**src/rtl/core/msp_pkg.sv**
```systemverilog
`default_nettype none

package msp_pkg;

    typedef enum logic [1:0] {
        PH_IDLE     = 2'd0,
        PH_HEADER   = 2'd1,
        PH_PAYLOAD  = 2'd2,
        PH_CHECKSUM = 2'd3
    } phase_t;

    typedef enum logic [1:0] {
        REG_MAX_PAYLOAD_SIZE   = 2'd0,
        REG_CHECK_NON_PROTOCOL = 2'd1,
        REG_REBOOT_CHAR        = 2'd2,
        REG_UNUSED             = 2'd3
    } reg_index_t;

    localparam logic [7:0] START_BYTE             = 8'h24;
    localparam logic [7:0] MAX_PAYLOAD_SIZE_RESET = 8'd192;
    localparam logic       CHECK_NON_PROTO_RESET  = 1'b0;
    localparam logic [7:0] REBOOT_CHAR_RESET      = 8'd82;

    typedef struct packed {
        logic       consumed;
        logic       payload_valid;
        logic [7:0] payload_index;
        logic [7:0] payload_data;
        logic       frame_end;
        logic       checksum_ok;
        logic [7:0] frame_command;
        logic [7:0] frame_size;
        logic       size_rejected;
        logic       reboot_request;
    } result_t;

endpackage

`default_nettype wire

```
**src/rtl/core/msp_frame_receive_parser.sv**
```systemverilog
// An accepted rx_byte's result is registered and appears on the outputs in the cycle after it is taken.
// Throughput: one byte per cycle while the output is not stalled; the parser state updates when a byte is taken.
// in_ready stays high while the output register is empty or being drained.
// Reset (rst_n low, asynchronous): parser idle, state cleared, output empty,
// config registers at max_payload_size 192, check_non_protocol 0, reboot_char 82.
`default_nettype none

module msp_frame_receive_parser (
    input  wire logic       clk,
    input  wire logic       rst_n,
    input  wire logic       in_valid,
    output logic            in_ready,
    input  wire logic [7:0] rx_byte,
    output logic            out_valid,
    input  wire logic       out_ready,
    output logic            consumed,
    output logic            payload_valid,
    output logic [7:0]      payload_index,
    output logic [7:0]      payload_data,
    output logic            frame_end,
    output logic            checksum_ok,
    output logic [7:0]      frame_command,
    output logic [7:0]      frame_size,
    output logic            size_rejected,
    output logic            reboot_request,
    input  wire logic       cfg_valid,
    output logic            cfg_ready,
    input  wire logic [1:0] cfg_index,
    input  wire logic [7:0] cfg_data
);

    logic [7:0] max_payload_size_reg;
    logic       check_non_protocol_reg;
    logic [7:0] reboot_char_reg;

    msp_pkg::phase_t phase_reg, phase_next;
    logic            header_count_reg, header_count_next;
    logic [7:0]      byte_offset_reg, byte_offset_next;
    logic [7:0]      running_xor_reg, running_xor_next;
    logic [7:0]      size_held_reg, size_held_next;
    logic [7:0]      command_held_reg, command_held_next;

    msp_pkg::result_t result_reg, result_next;
    logic             out_valid_reg;
    logic             in_take;
    logic [7:0]       offset_inc;

    assign cfg_ready  = 1'b1;
    assign in_ready   = !out_valid_reg || out_ready;
    assign in_take    = in_valid && in_ready;
    assign offset_inc = byte_offset_reg + 8'd1;

    always_ff @(posedge clk or negedge rst_n)
    begin
        if (!rst_n)
        begin
            max_payload_size_reg   <= msp_pkg::MAX_PAYLOAD_SIZE_RESET;
            check_non_protocol_reg <= msp_pkg::CHECK_NON_PROTO_RESET;
            reboot_char_reg        <= msp_pkg::REBOOT_CHAR_RESET;
        end
        else if (cfg_valid)
        begin
            unique case (msp_pkg::reg_index_t'(cfg_index))
                msp_pkg::REG_MAX_PAYLOAD_SIZE:   max_payload_size_reg   <= cfg_data;
                msp_pkg::REG_CHECK_NON_PROTOCOL: check_non_protocol_reg <= cfg_data[0];
                msp_pkg::REG_REBOOT_CHAR:        reboot_char_reg        <= cfg_data;
                default:                         ;
            endcase
        end
    end

    // next phase
    always_comb
    begin
        phase_next = phase_reg;
        unique case (phase_reg)
            msp_pkg::PH_IDLE:
            begin
                if (rx_byte == msp_pkg::START_BYTE)
                    phase_next = msp_pkg::PH_HEADER;
            end
            msp_pkg::PH_HEADER:
            begin
                if (header_count_reg)
                begin
                    if (size_held_reg > max_payload_size_reg)
                        phase_next = msp_pkg::PH_IDLE;
                    else if (size_held_reg != 8'd0)
                        phase_next = msp_pkg::PH_PAYLOAD;
                    else
                        phase_next = msp_pkg::PH_CHECKSUM;
                end
            end
            msp_pkg::PH_PAYLOAD:
            begin
                if (offset_inc == size_held_reg)
                    phase_next = msp_pkg::PH_CHECKSUM;
            end
            msp_pkg::PH_CHECKSUM: phase_next = msp_pkg::PH_IDLE;
            default:              phase_next = msp_pkg::PH_IDLE;
        endcase
    end

    // state datapath and result
    always_comb
    begin
        header_count_next = header_count_reg;
        byte_offset_next  = byte_offset_reg;
        running_xor_next  = running_xor_reg;
        size_held_next    = size_held_reg;
        command_held_next = command_held_reg;
        result_next       = '0;
        result_next.consumed = 1'b1;
        unique case (phase_reg)
            msp_pkg::PH_IDLE:
            begin
                if (rx_byte == msp_pkg::START_BYTE)
                begin
                    header_count_next = 1'b0;
                    byte_offset_next  = 8'd0;
                    running_xor_next  = 8'd0;
                    size_held_next    = 8'd0;
                    command_held_next = 8'd0;
                end
                else
                begin
                    result_next.consumed       = 1'b0;
                    result_next.reboot_request = check_non_protocol_reg
                                                 && (rx_byte == reboot_char_reg);
                end
            end
            msp_pkg::PH_HEADER:
            begin
                running_xor_next = running_xor_reg ^ rx_byte;
                if (!header_count_reg)
                begin
                    size_held_next    = rx_byte;
                    header_count_next = 1'b1;
                end
                else
                begin
                    command_held_next = rx_byte;
                    header_count_next = 1'b0;
                    byte_offset_next  = 8'd0;
                    result_next.size_rejected = size_held_reg > max_payload_size_reg;
                end
            end
            msp_pkg::PH_PAYLOAD:
            begin
                result_next.payload_valid = 1'b1;
                result_next.payload_index = byte_offset_reg;
                result_next.payload_data  = rx_byte;
                running_xor_next          = running_xor_reg ^ rx_byte;
                byte_offset_next          = offset_inc;
            end
            msp_pkg::PH_CHECKSUM:
            begin
                result_next.frame_end   = 1'b1;
                result_next.checksum_ok = running_xor_reg == rx_byte;
            end
            default: ;
        endcase
        if (result_next.consumed)
        begin
            result_next.frame_command = command_held_next;
            result_next.frame_size    = size_held_next;
        end
    end

    always_ff @(posedge clk or negedge rst_n)
    begin
        if (!rst_n)
        begin
            phase_reg        <= msp_pkg::PH_IDLE;
            header_count_reg <= 1'b0;
            byte_offset_reg  <= 8'd0;
            running_xor_reg  <= 8'd0;
            size_held_reg    <= 8'd0;
            command_held_reg <= 8'd0;
            out_valid_reg    <= 1'b0;
        end
        else
        begin
            if (in_take)
            begin
                phase_reg        <= phase_next;
                header_count_reg <= header_count_next;
                byte_offset_reg  <= byte_offset_next;
                running_xor_reg  <= running_xor_next;
                size_held_reg    <= size_held_next;
                command_held_reg <= command_held_next;
                out_valid_reg    <= 1'b1;
            end
            else if (out_ready)
                out_valid_reg <= 1'b0;
        end
    end

    always_ff @(posedge clk)
    begin
        if (in_take)
            result_reg <= result_next;
    end

    assign out_valid      = out_valid_reg;
    assign consumed       = result_reg.consumed;
    assign payload_valid  = result_reg.payload_valid;
    assign payload_index  = result_reg.payload_index;
    assign payload_data   = result_reg.payload_data;
    assign frame_end      = result_reg.frame_end;
    assign checksum_ok    = result_reg.checksum_ok;
    assign frame_command  = result_reg.frame_command;
    assign frame_size     = result_reg.frame_size;
    assign size_rejected  = result_reg.size_rejected;
    assign reboot_request = result_reg.reboot_request;

endmodule

`default_nettype wire

```
**config.mk**
```make
export PLATFORM = sky130hd
export DESIGN_NAME = msp_frame_receive_parser
export DESIGN_NICKNAME = d
export VERILOG_FILES = /design/src/rtl/core/msp_pkg.sv /design/src/rtl/core/msp_frame_receive_parser.sv
export SDC_FILE = /design/constraint.sdc
export NUM_CORES = 1
export LEC_CHECK = 0
export ABC_AREA = 1
export BUFFER_PORTS_ARGS = -buffer_cell sky130_fd_sc_hd__buf_2
export CORE_UTILIZATION = 35
export DETAILED_ROUTE_END_ITERATION = 12
export GPL_TIMING_DRIVEN = 0
export PLACE_DENSITY_LB_ADDON = 0.12
export SLEW_MARGIN = 20
export SYNTH_ARGS = -nofsm -noshare
export SYNTH_HDL_FRONTEND = slang
export SYNTH_SLANG_ARGS = --single-unit
```
**constraint.sdc**
```tcl
create_clock -name clk -period 4.4 [get_ports clk]
set_input_delay 0.22 -clock clk [delete_from_list [all_inputs] [get_ports clk]]
set_output_delay 0.22 -clock clk [all_outputs]
set_load 0.005 [all_outputs]
```
# [Yosys cells after proc, flatten, opt, wreduce, memory -nomap -nowiden]
# Cells that the tools add are included.
[classes] reduce_logical=21 n_eq_ne=12 bitwise=2 order_cmp=1 addsub=1 muxes=25
[op_table] cell="2-to-1 mux 8 bit" n=6
[op_table] cell="one-hot mux 8 bit (2 select lines)" n=3
[op_table] cell="equality test 8 bit" n=3
[op_table] cell="one-hot mux 8 bit (3 select lines)" n=1
[op_table] cell="2-to-1 mux 17 bit" n=1
[op_table] cell="2-to-1 mux 2 bit" n=5
[op_table] cell="adder 8 x 1 -> 8 bit, second input constant" n=1
[op_table] cell="equality test 8 x 6 -> 1 bit, second input constant" n=1
[op_table] cell="greater-than comparator 8 bit" n=1
[op_table] cell="one-hot mux 2 bit (4 select lines)" n=1
[op_table] cell="AND reduction 2 bit" n=4
[op_table] cell="AND reduction 4 bit" n=2
[op_table] cell="nonzero test 8 bit" n=1
[op_table] cell="XOR 8 bit" n=1
[op_table] cell="2-to-1 mux 1 bit" n=7
[op_table] cell="equality test 2 bit, second input constant" n=3
[op_table] cell="!= test 2 bit, second input constant" n=3
[op_table] cell="AND reduction 3 bit" n=2
[op_table] cell="nonzero test 2 bit" n=3
[op_table] cell="equality test 2 x 1 -> 1 bit, second input constant" n=2
[op_table] cell="zero test 2 bit" n=2
[op_table] cell="OR reduction 2 bit" n=2
[op_table] cell="nonzero test 3 bit" n=1
[op_table] cell="logical AND 1 bit" n=2
[op_table] cell="other kinds (4)" n=4
[totals] output_inout_bits=41 reg_bits=91 inputBits=23 elab_cells=82

# [Depth between registers and ports, before layout]
# Gate-level depths: netlist of run 1.
[depth] depth_word=5 mapped_depth=14 depth_no_buf=14

# [Least setup slack after synthesis of run 1]
# No wires, ideal clock.
[synth_path] kind="register to register" start="register out_valid_reg, in the netlist out_valid" end="register result_reg (netlist bit checksum_ok) (enable)" setup_time_ns=0.415 arrival_time_ns=2.122 synth_period_minus_slack_ns=2.538 path_buffers=2 required_ns=3.985 path_stages_with_launch=6 slack_ns=1.862 cell_sequence="dfrtp_1 nand2_1 nand2_2 inv_1 buf_2 clkbuf_1"
[synth_between] elab_chain_len=3
[synth_rtl] item="start, declared" line="msp_frame_receive_parser.sv:44" text="logic out_valid_reg;"
[synth_rtl] item="start signal, assigned" line="msp_frame_receive_parser.sv:180" text="out_valid_reg <= 1'b0;"
[synth_rtl] item="start signal, assigned" line="msp_frame_receive_parser.sv:192" text="out_valid_reg <= 1'b1;"
[synth_rtl] item="start signal, assigned" line="msp_frame_receive_parser.sv:195" text="out_valid_reg <= 1'b0;"
[synth_rtl] item="zero test 1 bit" line="msp_frame_receive_parser.sv:49" text="assign in_ready = !out_valid_reg || out_ready;"
[synth_rtl] item="logical OR 1 bit" line="msp_frame_receive_parser.sv:49"
[synth_rtl] item="via in_ready" line="msp_frame_receive_parser.sv:12" text="output logic in_ready,"
[synth_rtl] item="logical AND 1 bit" line="msp_frame_receive_parser.sv:50" text="assign in_take = in_valid && in_ready;"
[synth_rtl] item="via in_take" line="msp_frame_receive_parser.sv:45" text="logic in_take;"
[synth_rtl] item="end signal, assigned" line="msp_frame_receive_parser.sv:202" text="result_reg <= result_next;"
[synth_rtl] item="end, declared" line="msp_frame_receive_parser.sv:43" text="msp_pkg::result_t result_reg, result_next;"
# The timed path passes the listed nets, and every way through them passes these cells.
# A chain may end at the register's enable or synchronous reset.

# [Final worst setup path of run 1]
[layout_path] start="register phase_reg[0]" end="register running_xor_reg[2]"
[layout_between] elab_chain_len=4 elab_cells_between_ends=8 cone_classes="3 x eq/ne; 1 x mux; 4 x reduce/logical"
[layout_rtl] item="start, declared" line="msp_frame_receive_parser.sv:36" text="msp_pkg::phase_t phase_reg, phase_next;"
[layout_rtl] item="start signal, assigned" line="msp_frame_receive_parser.sv:174" text="phase_reg <= msp_pkg::PH_IDLE;"
[layout_rtl] item="start signal, assigned" line="msp_frame_receive_parser.sv:186" text="phase_reg <= phase_next;"
[layout_rtl] item="equality test 2 bit or equality test 2 x 1 -> 1 bit (tied branches)" line="msp_frame_receive_parser.sv:114" text="unique case (phase_reg)"
[layout_rtl] item="OR reduction 2 bit (no source line)"
[layout_rtl] item="nonzero test 2 bit (no source line)"
[layout_rtl] item="AND reduction 3 bit (no source line)"
[layout_rtl] item="end signal, assigned" line="msp_frame_receive_parser.sv:189" text="running_xor_reg <= running_xor_next;"
[layout_rtl] item="end, declared" line="msp_frame_receive_parser.sv:39" text="logic [7:0] running_xor_reg, running_xor_next;"
# Several ways; a longest one is shown, not always the timed one.

==> qor.log, run 1 <==
[global_routing] vias in the first global route 3247
[global_routing] antenna violations before repair 0
[global_routing] global routing met1 resource utilization 23.16%
[synthesis] synthesized area 4493 um2
[clock_network] postcts setup bufs 0
[setup_path] critical path launch point type flop
[detailed_routing] routed via count 3461
[place] worst slack after detailed placement 2.176 ns
[timing] maximum clock frequency 445.9 MHz
[die] standard-cell row count 41
[setup_path] worst path buffer plus inverter count 3
[detailed_routing] total DRC errors in the routed layout 0
[setup_path] cell depth of the worst setup path 8
[detailed_routing] per-cell routed wire length 13.76 um
[synthesis] flip-flop and latch count after synthesis 91
[synthesis] post-synthesis area per instance 8.897 um2
[timing] Rel. slew slack 52.79%
[clock_network] clock tree from TritonCTS built
[detailed_routing] DRT iter0 DRCs 224
[die] horizontal die dimension 115.3 um
[clock_network] clock latency reported for the late side of the worst-skew pair 0.35 ns
[timing] Setup TNS Final 0 ns
[flow_run] Max Cap Violations 0
[timing] final critical delay including setup and external delays 2.243 ns
[synthesis] Synth cell types 33
[place] Detail Placement HPWL 7546 um
[clock_network] CTS root buf clkbuf_16
[setup_path] family with the most delay on the worst path buffers and inverters
[global_routing] GRT overflow 0
[setup_path] Critical Path, Cell by Cell inv_1 > ha_1 > clkbuf_1 > nor2_1 > clkbuf_1 > nor2_4 > nand3b_1 > nand2_1
[synthesis] number of synthesized flops with an enable pin 38
[hold_path] type of the worst min-delay path input port to flop
[setup_path] CP max stage delay 0.47 ns
[power] LEAKAGE 2.691 nW
[power] Peak VDD IR 0.2679 mV
[timing] portion of the clock cycle consumed by the worst path in the final layout 50.97%
[die] number of ports placed on the die boundary 64
[cells_and_area] FILL cells 1274
[synthesis] Synth Net Count 541
[cells_and_area] Diodes inserted 0
[clock_network] H-Tree Level Count 3
[synthesis] number of standard cells after synthesis 505
[timing] minimum setup slack in the final design 2.157 ns
[global_routing] pin count of the biggest net entering global routing 54
[synthesis] number of warnings printed during yosys synthesis 0
[place] IO Port Bufs 61
[synthesis] post-synthesis async set-or-reset flop share 58.24%
[setup_path] timing startpoint of the critical path phase_reg[0]
[clock_network] Max Buffers Root-to-Sink 2
[synthesis] sequential share of the synthesized area 55.05%
[setup_path] most used cell, CP clkbuf_1
[detailed_routing] Final Routed Wirelength 10400 um
[clock_network] number of CTS-inserted buffers 9
[cells_and_area] # nets final 615
[timing] count of endpoints failing hold in the final timing report 0
[setup_path] type of destination of the critical path flop
[clock_network] number of clock sinks 91
[timing] RSZ-0062 raised after global routing no
[setup_path] R2R depth 8
[power] Final Total Pwr 3.219 mW
[power] Power Dens Cells 599.3 nW/um2
[setup_path] worst endpoint data arrival time 2.47 ns
[global_routing] met3 Use GR 5.430%
[timing] number of failing setup endpoints in the final timing report 0
[detailed_routing] first-pass detailed-route iteration total 4
[die] effective utilization at floorplan 35.75%
[setup_path] type of the worst setup path flop to flop
[place] GP Congestion 0.8005
[setup_path] cell at the slowest stage of the critical path dfrtp_1
[setup_path] capture point of the worst path running_xor_reg[2]
[setup_path] worst path required time 4.63 ns
[setup_path] reg2reg end running_xor_reg[2]
[global_routing] wire length of the first global-routing pass 16620 um
[cells_and_area] fraction of final layout cells with drive strength greater than 1 17.29%
[timing] Worst Clk Skew 0.008573 ns
[setup_path] maximum net fanout on the critical path 10
[die] die extent in y 115.3 um
[global_routing] busiest grt layer met2
[detailed_routing] post-detailed-route count of antenna-violating nets 0
[die] core footprint 12570 um2
[detailed_routing] average vias per placed instance 4.578
[cells_and_area] final std cell area, no fill 5371 um2
[clock_network] CTS clk-pin slew, worst paths 0.07 ns
[outcome] result of the run complete, no violations
[setup_path] worst reg2reg path startpoint phase_reg[0]
[cells_and_area] layout overhead on the synthesized area 19.55%
[timing] Least-Margin Pin Slew 0.7082 ns
[global_routing] global-route met2 utilization 25.75%
[synthesis] most frequently used flop master after synthesis dfrtp_1
[timing] max-slew violation count 0
[clock_network] total of cells resized after clock tree synthesis 0
[die] Die Outline Area 13290 um2
[global_routing] global routing usage summed across all routing layers 16.87%
[setup_path] slack of the worst reg-to-reg path 2.16 ns
[place] standard cell area after detailed placement 5037 um2
==> metal layers <==
layer	wire length (um)	part of all wire (%)
met1	5127	49
met2	4785	46
met3	429	4.1
met4	57	0.55
met5	0	0
==> layout by cell type (no fill, tap or decap), types with 3 or more instances in the layout <==
| master | instances |
|---|---|
| nand2_1 | 128 |
| inv_1 | 91 |
| buf_2 | 62 |
| dfrtp_1 | 48 |
| o21ai_0 | 47 |
| edfxtp_1 | 38 |
| nand3_1 | 31 |
| o22ai_1 | 21 |
| nor2_1 | 19 |
| ha_1 | 13 |
| clkbuf_16 | 9 |
| clkbuf_1 | 7 |
| xnor2_1 | 6 |
| nor2_4 | 5 |
| xor2_1 | 5 |
| nand3b_1 | 5 |
| a21oi_1 | 5 |
| nand4_1 | 5 |
| dfstp_2 | 5 |
| buf_4 | 3 |
| o21ai_1 | 3 |
==> worst min-delay path by stage <==
stage | end | from | slack [ns] | cells past startpoint
2_1_floorplan | asynchronous set/reset pin | rst_n | -0.08 | 0
3_3_place_gp | max_payload_size_reg[3] | max_payload_size_reg[3] | 0.47 | 2
3_5_place_dp | command_held_reg[1] | rst_n | 0.33 | 1
4_1_cts | reboot_char_reg[1] | cfg_data[1] | 0.1 | 3
5_1_grt | reboot_char_reg[1] | cfg_data[1] | 0.11 | 3
6_report | reboot_char_reg[1] | cfg_data[1] | 0.11 | 3
==> Yosys cell counts, drive strengths merged (6+ instances only) <==
cell / number / share of area [%]
nor2: 26 / 3.1
nand3: 33 / 3.9
dfrtp: 48 / 27
edfxtp: 38 / 25
clkbuf: 8 / 0.67
o21ai: 51 / 5.8
nand2: 130 / 11
xnor2: 6 / 1.2
inv: 92 / 7.7
o22ai: 21 / 2.9
ha: 13 / 3.6
==> worst reg2reg max path, cell delays in order (launching register included) <==
cell and delay [ns]:
dfrtp_1 0.47, inv_1 0.12, ha_1 0.29, clkbuf_1 0.22, nor2_1 0.26, clkbuf_1 0.45, nor2_4 0.14, nand3b_1 0.11
nand2_1 0.06
==> stage by stage <==
step	instances	util, %	hold slack (ns)
final	756	42.74	0.1136
after floorplan	505	-	-0.07559
after global placement	738	39.89	0.4712
after CTS	756	42.74	0.09847
after global routing	756	42.74	0.1061
after detailed placement	739	40.08	0.3268
==> timing repair <==
item,CTS,global route
hold buffers,1,0
endpoints found under the hold margin,48,0
endpoints found under the setup margin,0,0
==> area by class of cell <==
cell class | instances | area [um2] | share of cell area (%)
Buffer | 12 | 56.30 | 1.048
Clock buffer | 9 | 225.2 | 4.193
Clock inverter | 7 | 98.84 | 1.840
Inverter | 94 | 352.8 | 6.569
Multi-Input combinational cell | 308 | 1612 | 30.00
Sequential cell | 91 | 2474 | 46.05
Tap cell | 172 | 215.2 | 4.007
Timing Repair Buffer | 63 | 337.8 | 6.289
==> logic make-up (layout without fill, tap and decap cells) <==
family	Yosys count	after routing	synth area share, %
DFF	91	91	55.05
xor gates and xnor gates	11	11	2.144
buffers and inverters	106	185	9.078
and+or+nand+nor	202	202	20.05
other	1	1	0.08346
AOI/OAI and AO/OA	81	81	9.970
adders and majority gates	13	13	3.620
==> report_power, final <==
part	switching, mW	internal [mW]
sequential	0.139	1.12
clock	0.339	0.502
combinational	0.726	0.389
total	1.20	2.02
Note: power is estimated with default switching activity, not from simulation.
==> run 2, diff against run 1 <==
Clock period 4.4 ns to 2.1 ns, I/O delays scaled along.
==> run 2 against run 1 <==
Net effect:
- critical path depth is 3 lower
- via count is 1.4% higher
- first-iteration DRC count is 14% lower
- final cell count stayed put
- die area stayed put
- global-route usage is 0.24 points higher
- combinational power is 120% higher
- clock skew is 0.0048 ns lower
- total power is 100% higher
- utilization is 0.41 points lower
- largest cell class unchanged
==> qor.log, run 2 (same netlist as run 1, synthesis figures left out) <==
[place] instance count after placement with tap cells included 738 [-0.14%]
[power] Switching Share 38.65% [+1.3 points]
[hold_path] type of the worst min-delay path input port to flop
[timing] number of failing setup endpoints in the final timing report 0 [unchanged]
[power] Flop pwr share 40.8% [+1.6 points]
[clock_network] CTS root buf clkbuf_16
[die] effective utilization at floorplan 35.75% [unchanged]
[power] switching power 2.513 mW [+110%]
[global_routing] global routing usage summed across all routing layers 17.11% [+0.24 points]
[flow_run] Max Cap Violations 0 [unchanged]
[power] Power Dens Cells 1223 nW/um2 [+100%]
[die] Die Outline Area 13290 um2 [unchanged]
[setup_path] type of the worst setup path flop to flop
[setup_path] cell at the slowest stage of the critical path buf_4
[cells_and_area] most frequent cells in the layout 128 x nand2_1, 91 x inv_1, 62 x buf_2
[setup_path] family with the most delay on the worst path buffers and inverters
[setup_path] critical path launch point type flop
[die] die extent in y 115.3 um [unchanged]
[detailed_routing] first-pass detailed-route iteration total 5 [+1]
[detailed_routing] DRT iter0 DRCs 192 [-14%]
[power] Gate power share 37.0% [+2.4 points]
[detailed_routing] average vias per placed instance 4.640 [+1.4%]
[global_routing] GRT overflow 0 [unchanged]
[timing] final critical delay including setup and external delays 1.921 ns [-0.3217 ns]
[cells_and_area] layout overhead on the synthesized area 18.41%
[clock_network] clock tree from TritonCTS built
[clock_network] Max Buffers Root-to-Sink 2 [unchanged]
[detailed_routing] post-detailed-route count of antenna-violating nets 0 [unchanged]
[detailed_routing] Final Routed Wirelength 10480 um [+0.76%]
[die] core footprint 12570 um2 [unchanged]
[outcome] result of the run complete, no violations
[die] horizontal die dimension 115.3 um [unchanged]
[cells_and_area] # nets final 615 [unchanged]
[timing] portion of the clock cycle consumed by the worst path in the final layout 91.48% [+41 points]
[power] fraction of power consumed by the clock network 22.2% [-3.9 points]
[power] LEAKAGE 2.659 nW [-1.2%]
[setup_path] CP max stage delay 0.53 ns [+0.06 ns]
[setup_path] worst path buffer plus inverter count 3 [unchanged]
[setup_path] maximum net fanout on the critical path 47 [+37]
[timing] final-layout worst hold slack 0.02014 ns [-0.09350 ns]
[cells_and_area] Diodes inserted 0 [unchanged]
[clock_network] CTS clk-pin slew, worst paths 0.06 ns [about the same]
[place] IO Port Bufs 61 [unchanged]
[die] standard-cell row count 41 [unchanged]
[cells_and_area] non-filler cells, final 756 [unchanged]
[detailed_routing] routed via count 3508 [+1.4%]
[timing] RSZ-0062 raised after global routing no
[global_routing] wire length of the first global-routing pass 17010 um [+2.4%]
[setup_path] worst path required time 2.08 ns [-2.55 ns]
[global_routing] vias in the first global route 3275 [+0.86%]
[detailed_routing] total DRC errors in the routed layout 0 [unchanged]
[timing] maximum clock frequency 520.5 MHz [+17%]
[setup_path] Critical Path, Cell by Cell nand2_1 > nand2_2 > inv_1 > buf_2 > buf_4
[clock_network] clock latency reported for the late side of the worst-skew pair 0.34 ns [about the same]
[timing] Setup TNS Final 0 ns [unchanged]
[setup_path] type of destination of the critical path flop
[clock_network] number of clock sinks 91 [unchanged]
[clock_network] number of CTS-inserted buffers 9 [unchanged]
[cells_and_area] commonest non-fill, non-tap cell in the layout nand2_1
[power] internal power 3.990 mW [+98%]
[global_routing] antenna violations before repair 0 [unchanged]
[timing] Rel. slew slack 52.12% [-0.66 points]
[global_routing] pin count of the biggest net entering global routing 54 [unchanged]
[power] Peak VDD IR 0.3847 mV [+44%]
[timing] Least-Margin Pin Slew 0.7182 ns [+0.009959 ns]
[power] Final Total Pwr 6.504 mW [+100%]
[cells_and_area] core occupancy in the finished layout 42.33% [-0.41 points]
[detailed_routing] per-cell routed wire length 13.86 um [+0.76%]
[cells_and_area] fraction of final layout cells with drive strength greater than 1 17.64% [+0.34 points]
[timing] max-slew violation count 0 [unchanged]
[place] Detail Placement HPWL 7432 um [-1.5%]
[clock_network] H-Tree Level Count 3 [unchanged]
[timing] count of endpoints failing hold in the final timing report 0 [unchanged]
[timing] Worst Clk Skew 0.003822 ns [-0.004751 ns]
[setup_path] worst endpoint data arrival time 1.90 ns [-0.57 ns]
[die] number of ports placed on the die boundary 64 [unchanged]
[place] GP Congestion 0.7957 [-0.60%]
run 2: cell type report:
cell class	count	area, um2
repair buffers	63	327.8
repair inverters	1	5.005
well taps	172	215.2
clock inverters	4	17.52
multi-input cells	308	1625
inverters	94	360.3
fillers	1277	7248
flip-flops and latches	91	2475
plain buffers	11	57.56
clock buffers	12	236.5
run 2: per-stage QoR:
| stage | cell area (um2) | setup slack, ns |
|---|---|---|
| after floorplan | 4494 | 0.1895 |
| after global placement | 5015 | -0.2058 |
| after detailed placement | 5017 | -0.2143 |
| after CTS | 5295 | 0.005915 |
| after global routing | 5320 | 0.003594 |
| final | 5320 | 0.1789 |
run 2: path summary, 6_finish.rpt:
kind                                         start                       to  slack [ns]  cells past startpoint
setup / recovery                         out_valid         frame_command[3]        0.18                      5
hold / removal                         cfg_data[1]       reboot_char_reg[1]        0.02                      3
setup reg to reg                         out_valid         frame_command[3]        0.18                      5
hold reg to reg            max_payload_size_reg[7]  max_payload_size_reg[7]        0.49                      2
max in group asynchronous                    rst_n       byte_offset_reg[0]        1.22                      2
min in group asynchronous                    rst_n                out_valid        0.37                      2
run 2: power groups by stage:
| stage | logic (mW) | registers, mW | clock network, mW |
|---|---|---|---|
| after floorplan | 1.68 | 2.62 | 0 |
| after global placement | 2.30 | 2.68 | 0 |
| after detailed placement | 2.34 | 2.69 | 0 |
| after CTS | 2.36 | 2.65 | 1.47 |
| after global routing | 2.74 | 2.72 | 1.54 |
| final | 2.41 | 2.65 | 1.44 |
run 2: what timing repair did:
| item | 4_1_cts | 5_1_grt |
|---|---|---|
| cloned | 0 | 1 |
| setup buffers | 0 | 0 |
| hold buffers | 2 | 0 |
| setup endpoints to repair | 55 | 50 |
| endpoints found under the hold margin | 49 | 0 |
| resized for setup | 2 | 10 |
run 2: worst register-to-register path: cells and delay by family, from the launching register on:
kind          cells  cell delay [ns]
buf+inv           3             0.90
flops             1             0.37
simple gates      2             0.26
run 2: per-layer routing:
metal / part of all wire (%) / track usage [%] / vias to the layer above
li1: - / - / 1784
met1: 50 / 24.62 / 1620
met2: 43 / 25.03 / 88
met3: 4.3 / 2.741 / 16
met4: 2.4 / 8.225 / 0
met5: 0 / 0 / -
